<file path="src/hw/rtl/tkil_pkg.sv">
`timescale 1ns / 1ps

package tkil_pkg;

  localparam int unsigned TKIL_LIST_DEPTH = 10;
  localparam int unsigned WEIGHT_W        = 20;
  localparam int unsigned TAG_W           = 21;
  localparam int unsigned PAYLOAD_W       = WEIGHT_W + TAG_W;
  localparam int unsigned TDATA_W         = ((PAYLOAD_W + 7) / 8) * 8;

  typedef logic [WEIGHT_W-1:0] weight_t;
  typedef logic [TAG_W-1:0]    tag_t;

  localparam weight_t EMPTY_WEIGHT_RST = weight_t'(100000);

  typedef struct packed {
    logic    used;
    weight_t weight;
    tag_t    tag;
  } slot_entry_t;

  // Per-cycle command from the sequencer to every cell of the chain
  typedef struct packed {
    logic ins_en;     // candidate accepted and below the empty weight
    logic shift_out;  // readout: each cell takes its successor's entry
  } cell_ctrl_t;

  typedef enum logic {
    ST_COLLECT,
    ST_EMIT
  } tkil_state_e;

endpackage

</file>
<file path="src/hw/rtl/tkil_cell.sv">
`timescale 1ns / 1ps

module tkil_cell
  import tkil_pkg::*;
(
  input  logic        clk_i,
  input  logic        rst_ni,
  input  cell_ctrl_t  ctrl_i,
  input  weight_t     cand_weight_i,
  input  tag_t        cand_tag_i,
  input  weight_t     empty_weight_i,
  input  logic        prev_gt_i,
  input  slot_entry_t prev_entry_i,
  input  slot_entry_t next_entry_i,
  output logic        gt_o,
  output slot_entry_t entry_o
);

  logic    used_q, used_d;
  weight_t weight_q, weight_d;
  tag_t    tag_q, tag_d;
  weight_t cmp_weight;

  // empty slots rank with the current empty weight
  assign cmp_weight = used_q ? weight_q : empty_weight_i;
  assign gt_o       = cmp_weight > cand_weight_i;

  always_comb begin
    used_d   = used_q;
    weight_d = weight_q;
    tag_d    = tag_q;
    if (ctrl_i.shift_out) begin
      used_d   = next_entry_i.used;
      weight_d = next_entry_i.weight;
      tag_d    = next_entry_i.tag;
    end else if (ctrl_i.ins_en && gt_o) begin
      if (prev_gt_i) begin
        // insertion point lies above: move down one rank
        used_d   = prev_entry_i.used;
        weight_d = prev_entry_i.weight;
        tag_d    = prev_entry_i.tag;
      end else begin
        used_d   = 1'b1;
        weight_d = cand_weight_i;
        tag_d    = cand_tag_i;
      end
    end
  end

  always_ff @(posedge clk_i or negedge rst_ni) begin
    if (!rst_ni) begin
      used_q <= 1'b0;
    end else begin
      used_q <= used_d;
    end
  end

  always_ff @(posedge clk_i) begin
    weight_q <= weight_d;
    tag_q    <= tag_d;
  end

  assign entry_o = {used_q, weight_q, tag_q};

endmodule

</file>
<file path="src/hw/rtl/tkil_ctrl.sv">
`timescale 1ns / 1ps

module tkil_ctrl
  import tkil_pkg::*;
#(
  parameter int unsigned LIST_DEPTH = TKIL_LIST_DEPTH
) (
  input  logic       clk_i,
  input  logic       rst_ni,
  input  logic       in_valid_i,
  input  logic       in_last_i,
  input  logic       weight_ok_i,
  output logic       in_ready_o,
  output logic       out_valid_o,
  input  logic       out_ready_i,
  output logic       out_last_o,
  output cell_ctrl_t cell_ctrl_o
);

  localparam int unsigned RANK_W = (LIST_DEPTH > 1) ? $clog2(LIST_DEPTH) : 1;
  localparam logic [RANK_W-1:0] LAST_RANK = RANK_W'(LIST_DEPTH - 1);

  tkil_state_e       state_q, state_d;
  logic [RANK_W-1:0] rank_q, rank_d;

  always_comb begin
    state_d     = state_q;
    rank_d      = rank_q;
    in_ready_o  = 1'b0;
    out_valid_o = 1'b0;
    out_last_o  = 1'b0;
    cell_ctrl_o = '0;
    case (state_q)
      ST_COLLECT: begin
        in_ready_o = 1'b1;
        if (in_valid_i) begin
          cell_ctrl_o.ins_en = weight_ok_i;
          if (in_last_i) begin
            state_d = ST_EMIT;
            rank_d  = '0;
          end
        end
      end
      ST_EMIT: begin
        out_valid_o = 1'b1;
        out_last_o  = (rank_q == LAST_RANK);
        if (out_ready_i) begin
          // the chain moves up one rank; empties fill in from the tail
          cell_ctrl_o.shift_out = 1'b1;
          if (rank_q == LAST_RANK) begin
            state_d = ST_COLLECT;
          end else begin
            rank_d = rank_q + 1'b1;
          end
        end
      end
      default: begin
        state_d = ST_COLLECT;
      end
    endcase
  end

  always_ff @(posedge clk_i or negedge rst_ni) begin
    if (!rst_ni) begin
      state_q <= ST_COLLECT;
      rank_q  <= '0;
    end else begin
      state_q <= state_d;
      rank_q  <= rank_d;
    end
  end

endmodule

</file>
<file path="src/hw/rtl/top_k_insertion_list.sv">
`timescale 1ns / 1ps
// Channel   Direction  Contents
// s_axis    in         tdata: cand_weight, cand_tag; tlast: last_item
// m_axis    out        tdata: rank_weight, rank_tag; tuser: slot_filled; tlast: last_rank
// cfg       in         cfg_wr_en_i / cfg_wr_data_i: empty_weight
//
// The chain of cells compares each candidate in every cell at once.
// A transaction with tlast starts readout in the next cycle: LIST_DEPTH output transactions,
// one per cycle while m_axis_tready_i is high, and no input is taken until the last one.
// Readout shifts the chain towards rank 0, so the list is empty once it ends.
// Reset empties all slots and sets empty_weight to 100000.

module top_k_insertion_list
  import tkil_pkg::*;
#(
  parameter int unsigned LIST_DEPTH = TKIL_LIST_DEPTH
) (
  input  logic               clk_i,
  input  logic               rst_ni,
  input  logic               s_axis_tvalid_i,
  output logic               s_axis_tready_o,
  input  logic [TDATA_W-1:0] s_axis_tdata_i,   // [19:0] cand_weight, [40:20] cand_tag
  input  logic               s_axis_tlast_i,   // last_item
  output logic               m_axis_tvalid_o,
  input  logic               m_axis_tready_i,
  output logic [TDATA_W-1:0] m_axis_tdata_o,   // [19:0] rank_weight, [40:20] rank_tag
  output logic               m_axis_tuser_o,   // slot_filled
  output logic               m_axis_tlast_o,   // last_rank
  input  logic               cfg_wr_en_i,
  input  weight_t            cfg_wr_data_i     // empty_weight
);

  weight_t     empty_weight_q;
  weight_t     cand_weight;
  tag_t        cand_tag;
  logic        weight_ok;
  cell_ctrl_t  cell_ctrl;
  logic        gt_chain  [LIST_DEPTH+1];
  slot_entry_t ent_chain [LIST_DEPTH+2];
  slot_entry_t head;

  assign cand_weight = s_axis_tdata_i[WEIGHT_W-1:0];
  assign cand_tag    = s_axis_tdata_i[PAYLOAD_W-1:WEIGHT_W];
  assign weight_ok   = cand_weight < empty_weight_q;

  always_ff @(posedge clk_i or negedge rst_ni) begin
    if (!rst_ni) begin
      empty_weight_q <= EMPTY_WEIGHT_RST;
    end else if (cfg_wr_en_i) begin
      empty_weight_q <= cfg_wr_data_i;
    end
  end

  tkil_ctrl #(
    .LIST_DEPTH (LIST_DEPTH)
  ) u_ctrl (
    .clk_i       (clk_i),
    .rst_ni      (rst_ni),
    .in_valid_i  (s_axis_tvalid_i),
    .in_last_i   (s_axis_tlast_i),
    .weight_ok_i (weight_ok),
    .in_ready_o  (s_axis_tready_o),
    .out_valid_o (m_axis_tvalid_o),
    .out_ready_i (m_axis_tready_i),
    .out_last_o  (m_axis_tlast_o),
    .cell_ctrl_o (cell_ctrl)
  );

  // ent_chain[i+1] is cell i; both ends are empty placeholders
  assign gt_chain[0]             = 1'b0;
  assign ent_chain[0]            = '0;
  assign ent_chain[LIST_DEPTH+1] = '0;

  for (genvar i = 0; i < LIST_DEPTH; i++) begin : g_cell
    tkil_cell u_cell (
      .clk_i          (clk_i),
      .rst_ni         (rst_ni),
      .ctrl_i         (cell_ctrl),
      .cand_weight_i  (cand_weight),
      .cand_tag_i     (cand_tag),
      .empty_weight_i (empty_weight_q),
      .prev_gt_i      (gt_chain[i]),
      .prev_entry_i   (ent_chain[i]),
      .next_entry_i   (ent_chain[i+2]),
      .gt_o           (gt_chain[i+1]),
      .entry_o        (ent_chain[i+1])
    );
  end

  assign head           = ent_chain[1];
  assign m_axis_tuser_o = head.used;
  assign m_axis_tdata_o = {(TDATA_W - PAYLOAD_W)'(0),
                           head.used ? head.tag : tag_t'(0),
                           head.used ? head.weight : empty_weight_q};

endmodule

</file>
<file path="config.mk">
export PLATFORM = sky130hd
export DESIGN_NAME = top_k_insertion_list
export DESIGN_NICKNAME = d
export VERILOG_FILES = /design/src/hw/rtl/tkil_pkg.sv /design/src/hw/rtl/tkil_cell.sv /design/src/hw/rtl/tkil_ctrl.sv /design/src/hw/rtl/top_k_insertion_list.sv
export SDC_FILE = /design/constraint.sdc
export NUM_CORES = 1
export LEC_CHECK = 0
export BUFFER_PORTS_ARGS = -buffer_cell sky130_fd_sc_hd__clkbuf_2
export CORE_MARGIN = 2
export CORE_UTILIZATION = 43
export DETAILED_ROUTE_END_ITERATION = 6
export SYNTH_ARGS = -nofsm -noshare
export SYNTH_HDL_FRONTEND = slang
export SYNTH_SLANG_ARGS = --single-unit
</file>
<file path="constraint.sdc">
create_clock -name clk_i -period 13.61 [get_ports clk_i]
set_clock_uncertainty 0.1 [all_clocks]
set_input_delay 0.6805 -clock clk_i [delete_from_list [all_inputs] [get_ports clk_i]]
set_output_delay 0.6805 -clock clk_i [all_outputs]
set_load 0.005 [all_outputs]
</file>
==> results of run 1 <==
[power breakdown]
group	leakage (uW)	total (uW)	switching, uW	internal, uW
registers	0.00433	2560	360	2200
logic	0.00823	3010	1850	1150
clock network	0.000770	1340	585	760
[cells in the final DEF (no fill, tap or decap), types with 7 or more instances in the layout]
cell	instances
inv_1	50
a221oi_1	9
edfxtp_1	369
nor2b_1	9
o21ai_4	17
conb_1	7
mux2i_1	386
clkinv_1	18
dfrtp_1	28
clkinv_2	9
nand2_1	692
o211ai_1	10
o22ai_1	8
clkbuf_2	111
dfxtp_1	41
ha_1	221
clkbuf_16	51
o21ai_0	280
nand3_1	22
nor3_1	13
nand4_1	39
a21oi_1	98
and2_1	21
o21ai_1	352
buf_4	28
a211oi_1	14
a21oi_2	16
nor2_1	35
[layer usage]
metal | up-vias | share of wire | global-route usage
met5 | - | 0 | 0
met4 | 0 | 0.028 | 0.0737
met3 | 124 | 0.058 | 0.0282
met2 | 709 | 0.46 | 0.377
met1 | 10711 | 0.45 | 0.311
li1 | 10820 | - | -
[area by class of cell]
class                      instances  area, um^2  area share
clock buffer                      57        1300      0.0415
clock inverter                    36         284     0.00909
inverter                          51         191     0.00612
multi-input combinational       2298       14800       0.474
sequential                       445       12800       0.409
tap                              873        1090      0.0349
timing repair buffer             140         786      0.0251
[logic make-up after synthesis]
| family | synth area share |
|---|---|
| AND/OR/NAND/NOR | 0.119 |
| other | 0.000130 |
| adder cells (fa/ha/maj) | 0.0957 |
| XOR/XNOR | 0.000910 |
| AO/OA/AOI/OAI | 0.158 |
| flip-flops | 0.442 |
| multiplexers | 0.134 |
| buffers and inverters | 0.0498 |
[critical path, cell delays in order (launching register included)]
cell	delay (ns)
dfstp_2	0.51
inv_1	0.20
ha_1	0.37
a211oi_1	0.26
o22ai_1	0.13
a2111oi_0	0.48
a211o_2	0.24
nand2_1	0.58
o21ai_4	1.04
buf_4	0.51
[final timing paths]
check	from	endpoint	slack (ns)	depth (start not counted)
setup / recovery	empty_weight_q[5]	g_cell[2].u_cell.tag_q[3]	8.81	9
hold / removal	rst_ni	empty_weight_q[14]	0.19	1
setup reg to reg	empty_weight_q[5]	g_cell[2].u_cell.tag_q[3]	8.81	9
hold reg to reg	g_cell[9].u_cell.tag_q[10]	g_cell[8].u_cell.tag_q[10]	0.43	2
max in group asynchronous	rst_ni	g_cell[0].u_cell.used_q	12.44	1
min in group clk_i	cfg_wr_data_i[16]	empty_weight_q[16]	0.19	3
[sequential cells by signal, indices dropped and copies added (netlist names)]
name / count
g_cell.u_cell.tag_q: 210
g_cell.u_cell.weight_q: 200
empty_weight_q: 20
g_cell.u_cell.used_q: 10
u_ctrl.rank_q: 4
u_ctrl.state_q: 1
[per-stage QoR]
step	util	area, um^2
3_5_place_dp	0.444	29700
2_1_floorplan	-	28900
6_report	0.468	31300
4_1_cts	0.468	31300
5_1_grt	0.468	31300
3_3_place_gp	0.444	29700
==> out/qor.yml, run 1 <==
slew_headroom: 0.192
ys_top_cells_by_count: "nand2_1 (694), mux2i_1 (386), edfxtp_1 (369)"
timing.final.ws_setup_ns: 8.81
port_buffers: 111
synthFlopType: "edfxtp_1"
cp-end-kind: "flip-flop"
grt_pass1_wl_um: 126000
drtIter0Drc: 1726
yosys_register_bits: 445
nFillCells: 6354
power.leakage_uw: 0.0133
antenna_found_initial: 0
drc: 0
clock-sinks: 445
cts_buffers: 51
crit_path_max_fanout: 24
max_cap_viol_count: 0
first_global_vias: 21856
pre_cts_ws_ns: 8.54
drive_above_1_share: 0.0869
cts_tree: "done"
holdWs_ns: 0.188
antenna_cells: 0
yosys.cell_count.top_type: "nand2_1"
cts-resized-gates: 0
worst-setup-path-type: "flip-flop to flip-flop"
seq_area_frac_synth: 0.442
synth-edff-count: 369
synthTopCellsByArea: "edfxtp_1 (38%), mux2i_1 (13%), ha_1 (9.6%)"
maxSlewViolCount: 0
rows: 95
grt_max_degree: 246
fp.dieArea_um2: 69300
crit_arrival_ns: 4.95
core_um2: 66800
place.gp.congestion: 0.887
synth_top_area_share: 0.384
io-pin-count: 126
ys_warn_count: 0
timing.final.crit_share: 0.353
dp_hpwl_um: 54100
via_per_inst: 5.73
max_freq_mhz: 208
finalSetupViolCount: 0
rsz0062_at_grt: "false"
synth_cells: 3039
syn_to_final_growth_pct: 8.19
peakVddDrop_v: 0.000179
clock_latency_ns: 0.61
dp.cells: 3807
synth_area_leader_cell: "edfxtp_1"
wl_per_cell_um: 20.7
synthArstFlopShare: 0.0787
yosysUniqueCellTypes: 53
fp.dieH_um: 263
clkTransAtPathRegs_ns: 0.06
syn_area_um2: 28900
ant_nets: 0
root_buffer: "clkbuf_16"
required_ns: 13.75
avgSynthCellArea_um2: 9.51
cts_max_level: 2
die_w_um: 263
hold_violations: 0
hp-class: "input pin to asynchronous set/reset pin"
final.min_clock_period_ns: 4.80
grt_use_total: 0.228
vias: 22364
worst_pin_slew_ns: 1.21
grt_overflow: 0
cp-start-kind: "flip-flop"
start_util: 0.433
hold_buffers: 0
outcome: "finished, final reports clean"
first_pass_iters: 6
finalNonFillerCells: 3900
powerDensity_nw_per_um2: 221
cts.path.max_buffers: 3
p_total_uw: 6910
post_cts.repair.setup_buffers: 0
drt-total-wl_um: 80800
nNetsFinal: 3282
finalSetupTns_ns: 0
(Power assumes the default switching activity.)
==> run 2, diff against run 1 <==
--- a/config.mk
+++ b/config.mk
@@ -5,6 +5,7 @@
 export SDC_FILE = /design/constraint.sdc
 export NUM_CORES = 1
 export LEC_CHECK = 0
+export ABC_AREA = 1
 export BUFFER_PORTS_ARGS = -buffer_cell sky130_fd_sc_hd__clkbuf_2
 export CORE_MARGIN = 2
 export CORE_UTILIZATION = 43
==> constraint.sdc (replaced) <==
create_clock -name clk_i -period 4.2 [get_ports clk_i]
set_clock_uncertainty 0.1 [all_clocks]
set_input_delay 0.21 -clock clk_i [delete_from_list [all_inputs] [get_ports clk_i]]
set_output_delay 0.21 -clock clk_i [all_outputs]
set_load 0.005 [all_outputs]
==> run 2 against run 1 <==
Compared with the run above: critical path depth grew 2; synthesized area grew 6.4%; sequential share of layout area shrank 4.5 points; combinational power grew to 4.4 times the previous value; via count grew 31%; fmax grew 27%; global-route usage grew 6.1 points; wire length grew 34%; count of clock-buffer cells in the layout grew 25; setup slack lost 8.4 ns; critical endpoint is now g_cell[1].u_cell.weight_q[19].
==> out/qor.yml, run 2 <==
synth_fa_ha_area_frac: 0.0900  # -0.00572
rsz0062_at_grt: "false"
synthMuxAreaShare: 0.000366  # -0.134
port_buffers: 111  # unchanged
power_frac_seq: 0.314  # -0.056
mostFrequentLayoutCell: "nand2_1"
first_global_vias: 27149  # +24%
dp.cells: 5143  # +35%
via_per_inst: 5.51  # -3.9%
synthFlopType: "edfxtp_1"
crit_path_max_fanout: 42  # +75%
place.gp.congestion: 0.910  # +2.5%
fp.dieH_um: 271  # +3.1%
core_um2: 71100  # +6.5%
yosysUniqueCellTypes: 33  # -38%
drc: 0  # unchanged
ys_warn_count: 0  # unchanged
yosys.cell_count.top_type: "nand2_1"
p_sw_uw: 12000  # +330%
ys_top_cells_by_count: "nand2_1 (1388), nand3_1 (477), edfxtp_1 (369)"
finalNonFillerCells: 5307  # +36%
cp_top_family: "compound AO/OA/AOI/OAI gates"
synthTopCellsByArea: "edfxtp_1 (36%), nand2_1 (17%), ha_1 (9.0%)"
cts.path.max_buffers: 3  # unchanged
cpPeakStageDelay_ns: 0.84  # -0.20 ns
synth_compound_area_frac: 0.110  # -0.0475
finalInstanceArea_um2: 35200  # +12%
top_layer: "met4"
worst_pin_slew_ns: 0.831  # -0.382 ns
clkTransAtPathRegs_ns: 0.06  # about the same
largest-register: "g_cell.u_cell.tag_q"
drt-total-wl_um: 108000  # +34%
p_int_uw: 14100  # +240%
finalSetupTns_ns: 0  # unchanged
cp-endpoint: "g_cell[1].u_cell.weight_q[19]"
synth_top_family_by_area: "simple AND/OR/NAND/NOR gates"
wl_per_cell_um: 20.4  # -1.3%
synth-edff-count: 369  # unchanged
worst-setup-path-type: "flip-flop to flip-flop"
drtIter0Drc: 3064  # +78%
vias: 29231  # +31%
avgSynthCellArea_um2: 7.27  # -23%
power.leakage_uw: 0.0166  # +25%
clock-sinks: 445  # unchanged
timing.final.crit_share: 0.899  # +0.546
r2r_setup_slack_ns: 0.43  # -8.38 ns
antenna_cells: 0  # unchanged
worstHoldStart: "s_axis_tdata_i[0]"
required_ns: 4.45  # -9.30 ns
reg2reg_from: "g_cell[0].u_cell.used_q"
fp.dieArea_um2: 73600  # +6.3%
final.min_clock_period_ns: 3.77  # -1.03 ns
cts_max_level: 2  # unchanged
first_pass_iters: 7  # +1
hold_violations: 0  # unchanged
seq_area_frac_synth: 0.416  # -0.0264
drive_above_1_share: 0.0845  # -0.00242
combPwrFrac: 0.508  # +0.073
crit_cells: 11  # +2
outcome: "finished, final reports clean"
dp_hpwl_um: 70700  # +31%
post_cts.repair.setup_buffers: 0  # unchanged
synth_top_area_share: 0.361  # -0.0229
syn_to_final_growth_pct: 14.4
grt_use_total: 0.289  # +0.0606
met1Wirelength_um: 45700  # +26%
peakVddDrop_v: 0.000501  # +180%
antenna_found_initial: 1  # +1
slew_headroom: 0.446  # +0.255
critPathSlowestCell: "dfrtp_2"
hp-class: "input pin to flip-flop"
yosys.area_share.simple: 0.298  # +0.179
io-pin-count: 126  # unchanged
grt_pass1_wl_um: 164000  # +30%
cts_buffers: 53  # +3.9%
crit_top_cell: "o21ai_0"
met3_wirelength_um: 7870  # +69%
powerDensity_nw_per_um2: 743  # +240%
finalSetupViolCount: 0  # unchanged
cp-start-kind: "flip-flop"
synth_cells: 4225  # +39%
critical_path.cell_chain: "o21ai_0, ha_1, a21oi_1, o21ai_0, a21oi_1, nand3_2, nand2_2, buf_12, nand2_1, nand3_1, o21ai_0"
maxSlewViolCount: 0  # unchanged
swShare: 0.459  # +0.0539
rows: 98  # +3.2%
crit_arrival_ns: 4.02  # -0.93 ns
worst_r2r_path_depth: 11  # +2
synth-xor-area-share: 0  # -0.000909
startpoint: "g_cell[0].u_cell.used_q"
yosys_register_bits: 445  # unchanged
final_cell_mix: "nand2_1 (1370), nand3_1 (471), edfxtp_1 (369), inv_1 (361), o21ai_0 (352)"
grt_max_degree: 170  # -31%
clock_latency_ns: 0.62  # about the same
largest_registers: "g_cell.u_cell.tag_q (210), g_cell.u_cell.weight_q (200), empty_weight_q (20)"
max_freq_mhz: 265  # +27%
start_util: 0.432  # about the same
postLayoutCoreUtil: 0.494  # +0.0265
root_buffer: "clkbuf_16"
syn_area_um2: 30700  # +6.4%
nNetsFinal: 4607  # +40%
grt_overflow: 0  # unchanged
synth_area_leader_cell: "edfxtp_1"
largest_reg_flops: 210  # unchanged
place_area_um2: 32800  # +11%
cp-end-kind: "flip-flop"
cts_tree: "done"
max_cap_viol_count: 0  # unchanged
path_buf_inv: 1  # -1
ant_nets: 0  # unchanged
synthArstFlopShare: 0.0787  # unchanged
p_clk_frac: 0.178  # -0.017
die_w_um: 271  # +3.1%
timing.rr.end: "g_cell[1].u_cell.weight_q[19]"
route.met2.wl_um: 51000  # +36%
==> run 2: changes by cell type after synthesis, moves of 46 or more <==
cell,delta
buf_2,+46
inv_1,+312
mux2i_1,-386
nand2_1,+694
nand3_1,+455
nor2_1,+262
o21ai_0,+71
o21ai_1,-140
==> run 2: power by group through the flow <==
stage               combinational (uW)  clock (uW)  sequential, uW
floorplan                         8570           0            7860
global placement                 12800           0            8230
detailed placement               13000           0            8270
CTS                              13100        4710            8200
global route                     14800        4860            8410
finish                           13300        4660            8220
==> run 2: final cells by class <==
| cell class | count | area, um^2 |
|---|---|---|
| clock inverters | 18 | 140 |
| repair buffers | 302 | 2540 |
| inverters | 388 | 1460 |
| multi-input cells | 3122 | 15500 |
| clock buffers | 82 | 1590 |
| flip-flops and latches | 445 | 12800 |
| well taps | 950 | 1190 |
| fillers | 7108 | 36000 |
==> run 2: worst min path at each step <==
stage          slack (ns)                            to  cells past startpoint
2_1_floorplan       -0.19             empty_weight_q[0]                      0
3_3_place_gp         0.23             empty_weight_q[6]                      2
3_5_place_dp         0.23             empty_weight_q[6]                      2
4_1_cts              0.04  g_cell[1].u_cell.weight_q[0]                      5
5_1_grt              0.09  g_cell[4].u_cell.weight_q[0]                      5
6_report             0.07  g_cell[8].u_cell.weight_q[0]                      5
==> run 2: tightest hold or removal path: cells and delay by family <==
kind	cells	cell delay [ns]
compound gates	1	0.06
simple gates	2	0.15
buf+inv	2	0.24
==> run 2: through the flow <==
step	total power (uW)	setup slack, ns	hold slack, ns
floorplan	16400	0.748	-0.186
global placement	21000	0.608	0.231
detailed placement	21300	0.598	0.234
CTS	26000	0.582	0.0422
global route	28100	0.365	0.0949
finish	26100	0.426	0.0721
==> run 2: kinds of logic after synthesis <==
logic type,Yosys count
mux,1
compound gates,669
fa+ha+maj,221
simple gates,2224
flops,445
buf+inv,664
other cells,1
==> run 2: repair_timing <==
action                                  in CTS  in global routing
endpoints found under the setup margin       0                  0
gates resized for setup                      0                  0
hold endpoints to repair                   140                  0
hold buffers                                64                  0
==> run 2: routing by layer <==
| layer | GRT usage | vias up |
|---|---|---|
| met4 | 0.104 | 0 |
| li1 | - | 14100 |
| met1 | 0.389 | 13694 |
| met2 | 0.484 | 1213 |
| met5 | 0 | - |
| met3 | 0.0264 | 224 |
